<file path="config.mk">
export PLATFORM = sky130hd
export DESIGN_NAME = sync_frame_crc16_deframer
export DESIGN_NICKNAME = d
export VERILOG_FILES = /design/src/rtl/sfd_pkg.sv /design/src/rtl/sync_frame_crc16_deframer.sv /design/src/rtl/sfd_front.sv /design/src/rtl/sfd_queue.sv /design/src/rtl/sfd_back.sv
export SDC_FILE = /design/constraint.sdc
export NUM_CORES = 1
export LEC_CHECK = 0
export BUFFER_PORTS_ARGS = -buffer_cell sky130_fd_sc_hd__buf_2
export CAP_MARGIN = 20
export CORE_ASPECT_RATIO = 1.2
export CORE_MARGIN = 5
export CORE_UTILIZATION = 64
export CTS_CLUSTER_SIZE = 16
export DETAILED_ROUTE_END_ITERATION = 10
export PLACE_DENSITY = 0.88
export SYNTH_ARGS = -nofsm -noshare
export SYNTH_HDL_FRONTEND = slang
export SYNTH_HIERARCHICAL = 1
export SYNTH_SLANG_ARGS = --single-unit
</file>
<file path="constraint.sdc">
create_clock -name clk -period 16.6 [get_ports clk]
set_input_delay 1.66 -clock clk [delete_from_list [all_inputs] [get_ports clk]]
set_output_delay 1.66 -clock clk [all_outputs]
set_load 0.02 [all_outputs]
</file>
<file path="src/rtl/sfd_pkg.sv">
//------------------------------------------------------------------------------
// sfd_pkg
// Shared types, codes and the CRC-16 byte update for the sync frame deframer.
//------------------------------------------------------------------------------
`default_nettype none
package sfd_pkg;

	localparam logic [15:0] CRC_INIT = 16'hFFFF;
	localparam logic [15:0] CRC_POLY = 16'h1021;

	localparam int HDR_BYTES = 7;
	localparam int PAY_BYTES = 12;
	localparam int PAY_IDX_W = 4;
	localparam int TOTAL_W   = 7;
	localparam logic [TOTAL_W-1:0] TRAILER_PLUS_HDR = 7'd9;

	localparam int QDEPTH = 2;

	// status codes
	localparam logic [2:0] ST_VISION = 3'd0;
	localparam logic [2:0] ST_IMU    = 3'd1;
	localparam logic [2:0] ST_CRC    = 3'd2;
	localparam logic [2:0] ST_LEN    = 3'd3;
	localparam logic [2:0] ST_FMT    = 3'd4;

	// register indexes
	localparam logic [2:0] REG_SYNC_FIRST  = 3'd0;
	localparam logic [2:0] REG_SYNC_SECOND = 3'd1;
	localparam logic [2:0] REG_VERSION     = 3'd2;
	localparam logic [2:0] REG_PAY_LIMIT   = 3'd3;
	localparam logic [2:0] REG_VIS_KIND    = 3'd4;
	localparam logic [2:0] REG_IMU_KIND    = 3'd5;
	localparam logic [2:0] REG_VIS_LEN     = 3'd6;
	localparam logic [2:0] REG_IMU_LEN     = 3'd7;

	typedef struct packed {
		logic [7:0] sync_first;
		logic [7:0] sync_second;
		logic [7:0] version_expected;
		logic [5:0] payload_limit;
		logic [7:0] vision_kind;
		logic [7:0] imu_kind;
		logic [5:0] vision_length;
		logic [5:0] imu_length;
	} cfg_t;

	// frame event handed from the parser to the result side
	typedef struct packed {
		logic        len_err;
		logic        crc_ok;
		logic        is_vis;
		logic        is_imu;
		logic [7:0]  flags;
		logic [7:0]  seq;
		logic [31:0] wx;
		logic [31:0] wy;
		logic [31:0] wz;
	} evt_t;

	function automatic logic [15:0] crc_feed(input logic [15:0] crc, input logic [7:0] b);
		logic [15:0] c;
		c = crc ^ {b, 8'h00};
		for (int k = 0; k < 8; k++) begin
			if (c[15])
				c = {c[14:0], 1'b0} ^ CRC_POLY;
			else
				c = {c[14:0], 1'b0};
		end
		return c;
	endfunction

endpackage
`default_nettype wire

</file>
<file path="src/rtl/sync_frame_crc16_deframer.sv">
//------------------------------------------------------------------------------
// sync_frame_crc16_deframer
// Sync-framed serial deframer with CRC-16/CCITT-FALSE check, top level.
//------------------------------------------------------------------------------
// Takes one received byte per beat, one beat per clock while in_stall is low.
// The parser hunts for the two sync bytes, checks version and payload limit
// on the header, runs the CRC (poly 0x1021, init 0xFFFF) over version..payload
// one byte per cycle and, at the last CRC byte, queues one frame event. Header
// rejects and store overflows also queue an event (status 3). The result
// side pops events into an output register, so a frame's result passes
// through the event queue and then that register. A two-entry event queue sits
// between the two sides; in_stall rises only when that queue is full, i.e.
// when results are held off at the output. Counters wrap at 2^32 and show
// the value after the event of the current beat. Config writes (cfg_we,
// cfg_index, cfg_data) take effect at the next edge and should only be done
// while idle.
//------------------------------------------------------------------------------
`default_nettype none
module sync_frame_crc16_deframer #(
	parameter int FRAME_BYTES = 64
) (
	input  wire         clk,
	input  wire         arst_n,
	input  wire         cfg_we,
	input  wire  [2:0]  cfg_index,
	input  wire  [7:0]  cfg_data,
	input  wire         in_valid,
	output logic        in_stall,
	input  wire  [7:0]  rx_byte,
	output logic        out_valid,
	input  wire         out_stall,
	output logic [2:0]  status,
	output logic [7:0]  frame_flags,
	output logic [7:0]  frame_seq,
	output logic [31:0] word_x,
	output logic [31:0] word_y,
	output logic [31:0] word_z,
	output logic [7:0]  echo_seq,
	output logic [31:0] crc_errors,
	output logic [31:0] length_errors,
	output logic [31:0] format_errors,
	output logic [31:0] vision_frames,
	output logic [31:0] imu_frames
);
	import sfd_pkg::*;

	cfg_t cfg_q;
	evt_t ev_push, ev_head;
	logic take, push, pop, q_full, q_avail;

	// config registers
	always_ff @(posedge clk or negedge arst_n) begin
		if (!arst_n) begin
			cfg_q.sync_first       <= 8'hAA;
			cfg_q.sync_second      <= 8'h55;
			cfg_q.version_expected <= 8'd1;
			cfg_q.payload_limit    <= 6'd16;
			cfg_q.vision_kind      <= 8'd1;
			cfg_q.imu_kind         <= 8'd2;
			cfg_q.vision_length    <= 6'd9;
			cfg_q.imu_length       <= 6'd12;
		end else if (cfg_we) begin
			case (cfg_index)
				REG_SYNC_FIRST:  cfg_q.sync_first       <= cfg_data;
				REG_SYNC_SECOND: cfg_q.sync_second      <= cfg_data;
				REG_VERSION:     cfg_q.version_expected <= cfg_data;
				REG_PAY_LIMIT:   cfg_q.payload_limit    <= cfg_data[5:0];
				REG_VIS_KIND:    cfg_q.vision_kind      <= cfg_data;
				REG_IMU_KIND:    cfg_q.imu_kind         <= cfg_data;
				REG_VIS_LEN:     cfg_q.vision_length    <= cfg_data[5:0];
				REG_IMU_LEN:     cfg_q.imu_length       <= cfg_data[5:0];
				default: ;
			endcase
		end
	end

	// a byte beat is taken whenever the event queue has room
	assign in_stall = q_full;
	assign take     = in_valid && !q_full;

	sfd_front #(.FRAME_BYTES(FRAME_BYTES)) u_front (
		.clk     (clk),
		.arst_n  (arst_n),
		.take    (take),
		.rx_byte (rx_byte),
		.cfg     (cfg_q),
		.push    (push),
		.evt     (ev_push)
	);

	sfd_queue u_queue (
		.clk      (clk),
		.arst_n   (arst_n),
		.push     (push),
		.wdata    (ev_push),
		.pop      (pop),
		.rdata    (ev_head),
		.full     (q_full),
		.nonempty (q_avail)
	);

	sfd_back u_back (
		.clk           (clk),
		.arst_n        (arst_n),
		.ev_avail      (q_avail),
		.ev            (ev_head),
		.pop           (pop),
		.out_valid     (out_valid),
		.out_stall     (out_stall),
		.status        (status),
		.frame_flags   (frame_flags),
		.frame_seq     (frame_seq),
		.word_x        (word_x),
		.word_y        (word_y),
		.word_z        (word_z),
		.echo_seq      (echo_seq),
		.crc_errors    (crc_errors),
		.length_errors (length_errors),
		.format_errors (format_errors),
		.vision_frames (vision_frames),
		.imu_frames    (imu_frames)
	);

	a_stall_only_when_held: assert property (@(posedge clk) disable iff (!arst_n)
		in_stall |-> out_valid)
		else $error("input stalled with output register empty");

endmodule
`default_nettype wire

</file>
<file path="src/rtl/sfd_front.sv">
//------------------------------------------------------------------------------
// sfd_front
// Byte parser: sync hunt, header capture and checks, CRC, frame end detect.
//------------------------------------------------------------------------------
`default_nettype none
module sfd_front #(
	parameter int FRAME_BYTES = 64
) (
	input  wire              clk,
	input  wire              arst_n,
	input  wire              take,
	input  wire [7:0]        rx_byte,
	input  sfd_pkg::cfg_t    cfg,
	output logic             push,
	output sfd_pkg::evt_t    evt
);
	import sfd_pkg::*;

	localparam int POS_W = $clog2(FRAME_BYTES + 1);
	localparam logic [1:0] PH_FIRST  = 2'd0;
	localparam logic [1:0] PH_SECOND = 2'd1;
	localparam logic [1:0] PH_BODY   = 2'd2;

	logic [1:0]         phase_q, phase_nx;
	logic [POS_W-1:0]   pos_q, pos_nx;
	logic [TOTAL_W-1:0] total_q, total_nx;
	logic [15:0]        crc_q, crc_nx;
	logic [7:0]         ver_q, kind_q, flags_q, seq_q, len_q, prev_q;
	logic [7:0]         pay_q [PAY_BYTES];

	logic [7:0]         pos_w, pos1_w;
	logic               hdr_bad, finish, crc_take;
	logic [POS_W-1:0]   pay_off;

	assign pos_w   = 8'(pos_q);
	assign pos1_w  = pos_w + 8'd1;
	assign pay_off = pos_q - POS_W'(HDR_BYTES);
	assign hdr_bad = (ver_q != cfg.version_expected) || (rx_byte > {2'b00, cfg.payload_limit});

	always_comb begin
		phase_nx = phase_q;
		pos_nx   = pos_q;
		total_nx = total_q;
		crc_nx   = crc_q;
		push     = 1'b0;
		finish   = 1'b0;
		crc_take = 1'b0;
		evt      = '0;
		if (take) begin
			case (phase_q)
				PH_SECOND: begin
					if (rx_byte == cfg.sync_second) begin
						phase_nx = PH_BODY;
						pos_nx   = POS_W'(2);
						total_nx = '0;
						crc_nx   = CRC_INIT;
					end else if (rx_byte != cfg.sync_first) begin
						phase_nx = PH_FIRST;
						pos_nx   = '0;
						total_nx = '0;
						crc_nx   = CRC_INIT;
					end
				end
				PH_BODY: begin
					if (pos_w >= 8'(FRAME_BYTES)) begin
						push        = 1'b1;
						evt.len_err = 1'b1;
						phase_nx    = PH_FIRST;
						pos_nx      = '0;
						total_nx    = '0;
						crc_nx      = CRC_INIT;
					end else begin
						pos_nx   = pos_q + POS_W'(1);
						crc_take = (pos_w < 8'(HDR_BYTES)) || (pos_w + 8'd2 < {1'b0, total_q});
						if (crc_take)
							crc_nx = crc_feed(crc_q, rx_byte);
						if (pos_w == 8'(HDR_BYTES - 1)) begin
							if (hdr_bad) begin
								push        = 1'b1;
								evt.len_err = 1'b1;
								phase_nx    = PH_FIRST;
								pos_nx      = '0;
								crc_nx      = CRC_INIT;
							end else begin
								total_nx = TOTAL_W'(rx_byte[5:0]) + TRAILER_PLUS_HDR;
							end
						end
						finish = (phase_nx == PH_BODY) && (total_nx != '0)
							&& (pos1_w == {1'b0, total_nx});
						if (finish) begin
							push       = 1'b1;
							evt.crc_ok = ({prev_q, rx_byte} == crc_nx);
							evt.is_vis = (kind_q == cfg.vision_kind)
								&& (len_q == {2'b00, cfg.vision_length});
							evt.is_imu = (kind_q == cfg.imu_kind)
								&& (len_q == {2'b00, cfg.imu_length});
							evt.flags  = flags_q;
							evt.seq    = seq_q;
							evt.wx     = {pay_q[0], pay_q[1], pay_q[2], pay_q[3]};
							evt.wy     = {pay_q[4], pay_q[5], pay_q[6], pay_q[7]};
							evt.wz     = {pay_q[8], pay_q[9], pay_q[10], pay_q[11]};
							phase_nx   = PH_FIRST;
							pos_nx     = '0;
							total_nx   = '0;
							crc_nx     = CRC_INIT;
						end
					end
				end
				default: begin
					if (rx_byte == cfg.sync_first)
						phase_nx = PH_SECOND;
				end
			endcase
		end
	end

	always_ff @(posedge clk or negedge arst_n) begin
		if (!arst_n) begin
			phase_q <= PH_FIRST;
			pos_q   <= '0;
			total_q <= '0;
			crc_q   <= CRC_INIT;
		end else begin
			phase_q <= phase_nx;
			pos_q   <= pos_nx;
			total_q <= total_nx;
			crc_q   <= crc_nx;
		end
	end

	// header and payload bytes; the last pair of a frame is the sent CRC
	always_ff @(posedge clk) begin
		if (take && phase_q == PH_BODY && pos_w < 8'(FRAME_BYTES)) begin
			prev_q <= rx_byte;
			case (pos_w)
				8'd2:    ver_q   <= rx_byte;
				8'd3:    kind_q  <= rx_byte;
				8'd4:    flags_q <= rx_byte;
				8'd5:    seq_q   <= rx_byte;
				8'd6:    len_q   <= rx_byte;
				default: ;
			endcase
			if (pos_w >= 8'(HDR_BYTES) && pos_w < 8'(HDR_BYTES + PAY_BYTES))
				pay_q[pay_off[PAY_IDX_W-1:0]] <= rx_byte;
		end
	end

	a_pos_bound: assert property (@(posedge clk) disable iff (!arst_n)
		8'(pos_q) <= 8'(FRAME_BYTES))
		else $error("byte position past store size");

endmodule
`default_nettype wire

</file>
<file path="src/rtl/sfd_queue.sv">
//------------------------------------------------------------------------------
// sfd_queue
// Short event queue between the parser and the result side.
//------------------------------------------------------------------------------
`default_nettype none
module sfd_queue (
	input  wire            clk,
	input  wire            arst_n,
	input  wire            push,
	input  sfd_pkg::evt_t  wdata,
	input  wire            pop,
	output sfd_pkg::evt_t  rdata,
	output logic           full,
	output logic           nonempty
);
	import sfd_pkg::*;

	localparam int PTR_W = (QDEPTH > 1) ? $clog2(QDEPTH) : 1;
	localparam int CNT_W = $clog2(QDEPTH + 1);

	evt_t             mem_q [QDEPTH];
	logic [PTR_W-1:0] wp_q, rp_q;
	logic [CNT_W-1:0] cnt_q;

	assign full     = (cnt_q == CNT_W'(QDEPTH));
	assign nonempty = (cnt_q != '0);
	assign rdata    = mem_q[rp_q];

	always_ff @(posedge clk) begin
		if (push)
			mem_q[wp_q] <= wdata;
	end

	always_ff @(posedge clk or negedge arst_n) begin
		if (!arst_n) begin
			wp_q  <= '0;
			rp_q  <= '0;
			cnt_q <= '0;
		end else begin
			if (push)
				wp_q <= (wp_q == PTR_W'(QDEPTH - 1)) ? '0 : wp_q + PTR_W'(1);
			if (pop)
				rp_q <= (rp_q == PTR_W'(QDEPTH - 1)) ? '0 : rp_q + PTR_W'(1);
			cnt_q <= cnt_q + CNT_W'(push) - CNT_W'(pop);
		end
	end

	a_no_overrun: assert property (@(posedge clk) disable iff (!arst_n)
		!(push && full))
		else $error("event pushed into full queue");

endmodule
`default_nettype wire

</file>
<file path="src/rtl/sfd_back.sv">
//------------------------------------------------------------------------------
// sfd_back
// Result side: final verdict, tallies and the output register.
//------------------------------------------------------------------------------
`default_nettype none
module sfd_back (
	input  wire            clk,
	input  wire            arst_n,
	input  wire            ev_avail,
	input  sfd_pkg::evt_t  ev,
	output logic           pop,
	output logic           out_valid,
	input  wire            out_stall,
	output logic [2:0]     status,
	output logic [7:0]     frame_flags,
	output logic [7:0]     frame_seq,
	output logic [31:0]    word_x,
	output logic [31:0]    word_y,
	output logic [31:0]    word_z,
	output logic [7:0]     echo_seq,
	output logic [31:0]    crc_errors,
	output logic [31:0]    length_errors,
	output logic [31:0]    format_errors,
	output logic [31:0]    vision_frames,
	output logic [31:0]    imu_frames
);
	import sfd_pkg::*;

	logic        valid_q;
	logic [2:0]  status_q, st;
	logic [7:0]  flags_q, seq_q, echo_q;
	logic [31:0] wx_q, wy_q, wz_q;
	logic [31:0] crc_cnt_q, len_cnt_q, fmt_cnt_q, vis_cnt_q, imu_cnt_q;
	logic        nf_x, nf_y, nf_z;

	assign pop  = ev_avail && (!valid_q || !out_stall);
	assign nf_x = &ev.wx[30:23];
	assign nf_y = &ev.wy[30:23];
	assign nf_z = &ev.wz[30:23];

	always_comb begin
		if (ev.len_err)
			st = ST_LEN;
		else if (!ev.crc_ok)
			st = ST_CRC;
		else if (ev.is_vis)
			st = (nf_x || nf_y) ? ST_FMT : ST_VISION;
		else if (ev.is_imu)
			st = (nf_x || nf_y || nf_z) ? ST_FMT : ST_IMU;
		else
			st = ST_LEN;
	end

	always_ff @(posedge clk or negedge arst_n) begin
		if (!arst_n) begin
			valid_q   <= 1'b0;
			crc_cnt_q <= '0;
			len_cnt_q <= '0;
			fmt_cnt_q <= '0;
			vis_cnt_q <= '0;
			imu_cnt_q <= '0;
		end else begin
			if (pop)
				valid_q <= 1'b1;
			else if (!out_stall)
				valid_q <= 1'b0;
			if (pop) begin
				case (st)
					ST_VISION: vis_cnt_q <= vis_cnt_q + 32'd1;
					ST_IMU:    imu_cnt_q <= imu_cnt_q + 32'd1;
					ST_CRC:    crc_cnt_q <= crc_cnt_q + 32'd1;
					ST_FMT:    fmt_cnt_q <= fmt_cnt_q + 32'd1;
					default:   len_cnt_q <= len_cnt_q + 32'd1;
				endcase
			end
		end
	end

	always_ff @(posedge clk) begin
		if (pop) begin
			status_q <= st;
			flags_q  <= '0;
			seq_q    <= '0;
			wx_q     <= '0;
			wy_q     <= '0;
			wz_q     <= '0;
			echo_q   <= '0;
			if (st == ST_VISION || st == ST_IMU) begin
				flags_q <= ev.flags;
				seq_q   <= ev.seq;
				wx_q    <= ev.wx;
				wy_q    <= ev.wy;
			end
			if (st == ST_VISION)
				echo_q <= ev.wz[31:24];
			if (st == ST_IMU)
				wz_q <= ev.wz;
		end
	end

	assign out_valid     = valid_q;
	assign status        = status_q;
	assign frame_flags   = flags_q;
	assign frame_seq     = seq_q;
	assign word_x        = wx_q;
	assign word_y        = wy_q;
	assign word_z        = wz_q;
	assign echo_seq      = echo_q;
	assign crc_errors    = crc_cnt_q;
	assign length_errors = len_cnt_q;
	assign format_errors = fmt_cnt_q;
	assign vision_frames = vis_cnt_q;
	assign imu_frames    = imu_cnt_q;

	a_pop_shows: assert property (@(posedge clk) disable iff (!arst_n)
		pop |=> valid_q)
		else $error("popped event not presented");

endmodule
`default_nettype wire

</file>
==> run summary <==
• register bank with the most flops: u_queue/mem_q
• CTS-repair resized insts: 0
• grt ovf: 0
• post-layout net count: 2,585
• DR vias: 19,300
• pins over their slew limit: 0
• library cell with the largest summed area after synthesis: sky130_fd_sc_hd__edfxtp_1
• drt initial violations: 1,680
• total power draw: 0.00383 W
• die extent in x: 214 µm
• wire length of the first global-routing pass: 113 mm
• setup violation total in the final timing report: 0
• main flop type after synthesis: sky130_fd_sc_hd__edfxtp_1
• number of antenna violations at the first check in global routing: 1
• placed wire-length estimate after detailed placement: 47.0 mm
• largest stage delay on the critical path: 0.82 ns
• data required time of the worst path: 16.82 ns
• buffers added on ports: 308
• share of synthesized area occupied by flip-flops and latches: 0.668
• Final Hold Vio Count: 0
• number of buffers on the longest clock path: 3
• data arrival time at the worst-slack endpoint: 6.71 ns
• fraction of final layout cells with drive strength greater than 1: 0.268
• Remaining DRCs: 0
• Avg Inst Size Synth: 14.5 µm²
• number of detailed-route iterations in the first pass: 5
• CP Buf/Inv Count: 2
• Final period util: 0.391
• average wire length per cell after detail routing: 22.6 µm
• number of antenna-violating nets in the routed design: 0
• initial core utilization: 0.650
• worst-margin pin slew: 1.13 ns
• clk slew on worst S/H paths: 0.06 ns
• min setup slack post-route: 10.11 ns
• capturing element type of the critical path: flip-flop
• WS Path Type: in2reg
• slowest cell on the critical path: sky130_fd_sc_hd__buf_4
• status: completed
• CTS H-tree lvls: 3
• number of hold buffers added after CTS: 0
• TritonCTS clock tree: built
• via count of the first global-routing pass: 19,900
• most common library cell in the layout ignoring fill and taps: sky130_fd_sc_hd__edfxtp_1
• cell area after synthesis: 0.0320 mm²
• capture instance of the worst register-to-register path: u_queue/mem_q[1][80]
• clk sinks: 754
• Worst path top cell family by delay: simple AND/OR/NAND/NOR gates
• source-to-sink clock delay at the later pin of the worst-skew pair: 0.62 ns
• Period minus WS final: 6.49 ns
• largest net degree at the start of global routing: 138
• post-route cell area: 0.0365 mm²
• number of placed cells counting well taps: 3,095
• root cell of the clock tree: sky130_fd_sc_hd__clkbuf_16
• die area: 0.0547 mm²
• height of the chip: 255 µm
• cell types occupying the most area after synthesis: sky130_fd_sc_hd__edfxtp_1, sky130_fd_sc_hd__dfrtp_1, sky130_fd_sc_hd__mux2_2
• most frequent cells in the layout: sky130_fd_sc_hd__edfxtp_1, sky130_fd_sc_hd__buf_2, sky130_fd_sc_hd__and2_1, sky130_fd_sc_hd__dfrtp_1, sky130_fd_sc_hd__mux2_2
• depth of the worst register-to-register path: 12
• P per Cell Area: 105 mW/mm²
• beginning of the worst hold path: u_back/format_errors[31]
• global-route total usage across every layer: 0.262
• worst slack, placed: 9.07 ns
• standard cell area after detailed placement: 0.0342 mm²
• RSZ-0062 raised after global routing: no
• Pleak: 14.6 nW
• Cell Rows: 89
• I/O Pins: 309
• launching point of the worst reg2reg path: cfg_q[32]
• Total Neg Setup Slack: 0 ns
• buffers inserted by post-CTS timing repair: 0
• flip-flop count of the largest register, all copies and words added: 232
• top-area cell type share of the netlist area: 0.468
• Syn. warnings: 6
• worst reg-to-reg setup slack: 11.32 ns
• area growth from synthesis to layout: 13.7%
• fmax: 154 MHz
• Max-slew headroom: 0.246
• nature of the critical path startpoint: input pin
• weighted congestion at the end of routability-driven global placement: 0.900
• Hold Path Stages: 1
• Post-synth EDFFs: 499
• synthesized instance count: 2,206
• Worst setup startpoint: rx_byte[5]
• Fin Clk Skew: 0.0268 ns
• number of library cell types mapped by synthesis: 84
• routed via count divided by cell count: 5.98
• Min-Delay Endpoint: u_back/format_errors[31]
• max-capacitance violation count: 0
• worst hold path class: reg2reg
• maximum resistive drop on vdd: 91.7 µV
• area inside the core boundary: 0.0493 mm²
• Layout Cells excl Fill: 3,217
• net count after synthesis: 2,259
• CP Cell Sequence: buf_2 -> ha_1 -> and4bb_2 -> a221o_1 -> o21ai_1 -> nand2_1 -> o311ai_4 -> nand4_1 -> or2_1 -> a21oi_1 -> and2_4 -> buf_4
• overall routed net length: 72.8 mm
• maximum fanout encountered on the critical timing path: 68
• clock buffer count from CTS: 70
• Async S/R FF share, synth: 0.338
• flop and latch count out of synthesis: 754
-- metal layers --
layer | track usage | vias up | share of wire
met5 | 0 | - | 0
met4 | 0.116 | 0 | 0.045
met3 | 0.0406 | 184 | 0.051
met2 | 0.462 | 723 | 0.52
met1 | 0.326 | 9719 | 0.38
li1 | - | 8624 | -
-- cell usage after synthesis, types with 52 or more instances --
master	number
sky130_fd_sc_hd__and2_1	252
sky130_fd_sc_hd__dfrtp_1	223
sky130_fd_sc_hd__edfxtp_1	499
sky130_fd_sc_hd__inv_1	52
sky130_fd_sc_hd__mux2_2	150
sky130_fd_sc_hd__nand2_1	92
sky130_fd_sc_hd__nand3_1	56
sky130_fd_sc_hd__nand4_1	59
sky130_fd_sc_hd__nor2_1	64
sky130_fd_sc_hd__nor3_1	58
sky130_fd_sc_hd__xnor2_1	146
sky130_fd_sc_hd__xor2_1	106
-- cell families (layout without fill, tap and decap cells) --
kind of cell / Yosys count / in the layout / share of synthesized area
AO/OA/AOI/OAI: 126 / 126 / 0.0306
XOR/XNOR: 254 / 254 / 0.0703
multiplexers: 189 / 189 / 0.0696
adder cells (fa/ha/maj): 29 / 29 / 0.0113
AND/OR/NAND/NOR: 718 / 718 / 0.130
flip-flops: 754 / 754 / 0.668
other: 0 / 1 / 0
buffers and inverters: 136 / 509 / 0.0201
-- area by class of cell --
class	instances	area (µm²)
multi-input cells	1316	10000
fillers	2958	12900
well taps	637	797
flip-flops and latches	754	21400
repair buffers	337	1780
clock inverters	29	304
inverters	53	204
clock buffers	90	1920
diodes	1	2.50
-- worst register-to-register path, delay by kind of cell, from the launching register on --
family | cells | cell delay [ns]
and+or+nand+nor | 5 | 1.62
AOI/OAI and AO/OA | 4 | 1.54
buffers and inverters | 2 | 0.88
DFF | 1 | 0.53
adders and majority gates | 1 | 0.27
-- report_power, final --
group          internal [W]  switching [W]  total (W)  leakage [nW]
Combinational     0.0000847       0.000114   0.000198          5.92
Sequential          0.00204      0.0000320    0.00207          7.57
Clock              0.000884       0.000678    0.00156          1.09
-- metrics by stage --
| step | utilization | hold slack [ns] |
|---|---|---|
| after floorplan | - | 0.453 |
| after detailed placement | 0.693 | 0.452 |
| after CTS | 0.738 | 0.463 |
| after global routing | 0.739 | 0.477 |
| after global placement | 0.693 | 0.454 |
| final | 0.739 | 0.463 |
-- how the worst max path moves through the flow --
| stage | to | slack [ns] | depth (start not counted) |
|---|---|---|---|
| 3_3_place_gp | u_queue/mem_q[0][84] | 9.21 | 12 |
| 6_report | u_queue/mem_q[1][80] | 10.11 | 12 |
| 3_5_place_dp | u_queue/mem_q[0][109] | 9.07 | 12 |
| 4_1_cts | u_queue/mem_q[0][105] | 9.69 | 12 |
| 5_1_grt | u_queue/mem_q[1][75] | 9.89 | 12 |
| 2_1_floorplan | u_queue/mem_q[0][0] | 6.80 | 10 |
(Power assumes the default switching activity.)
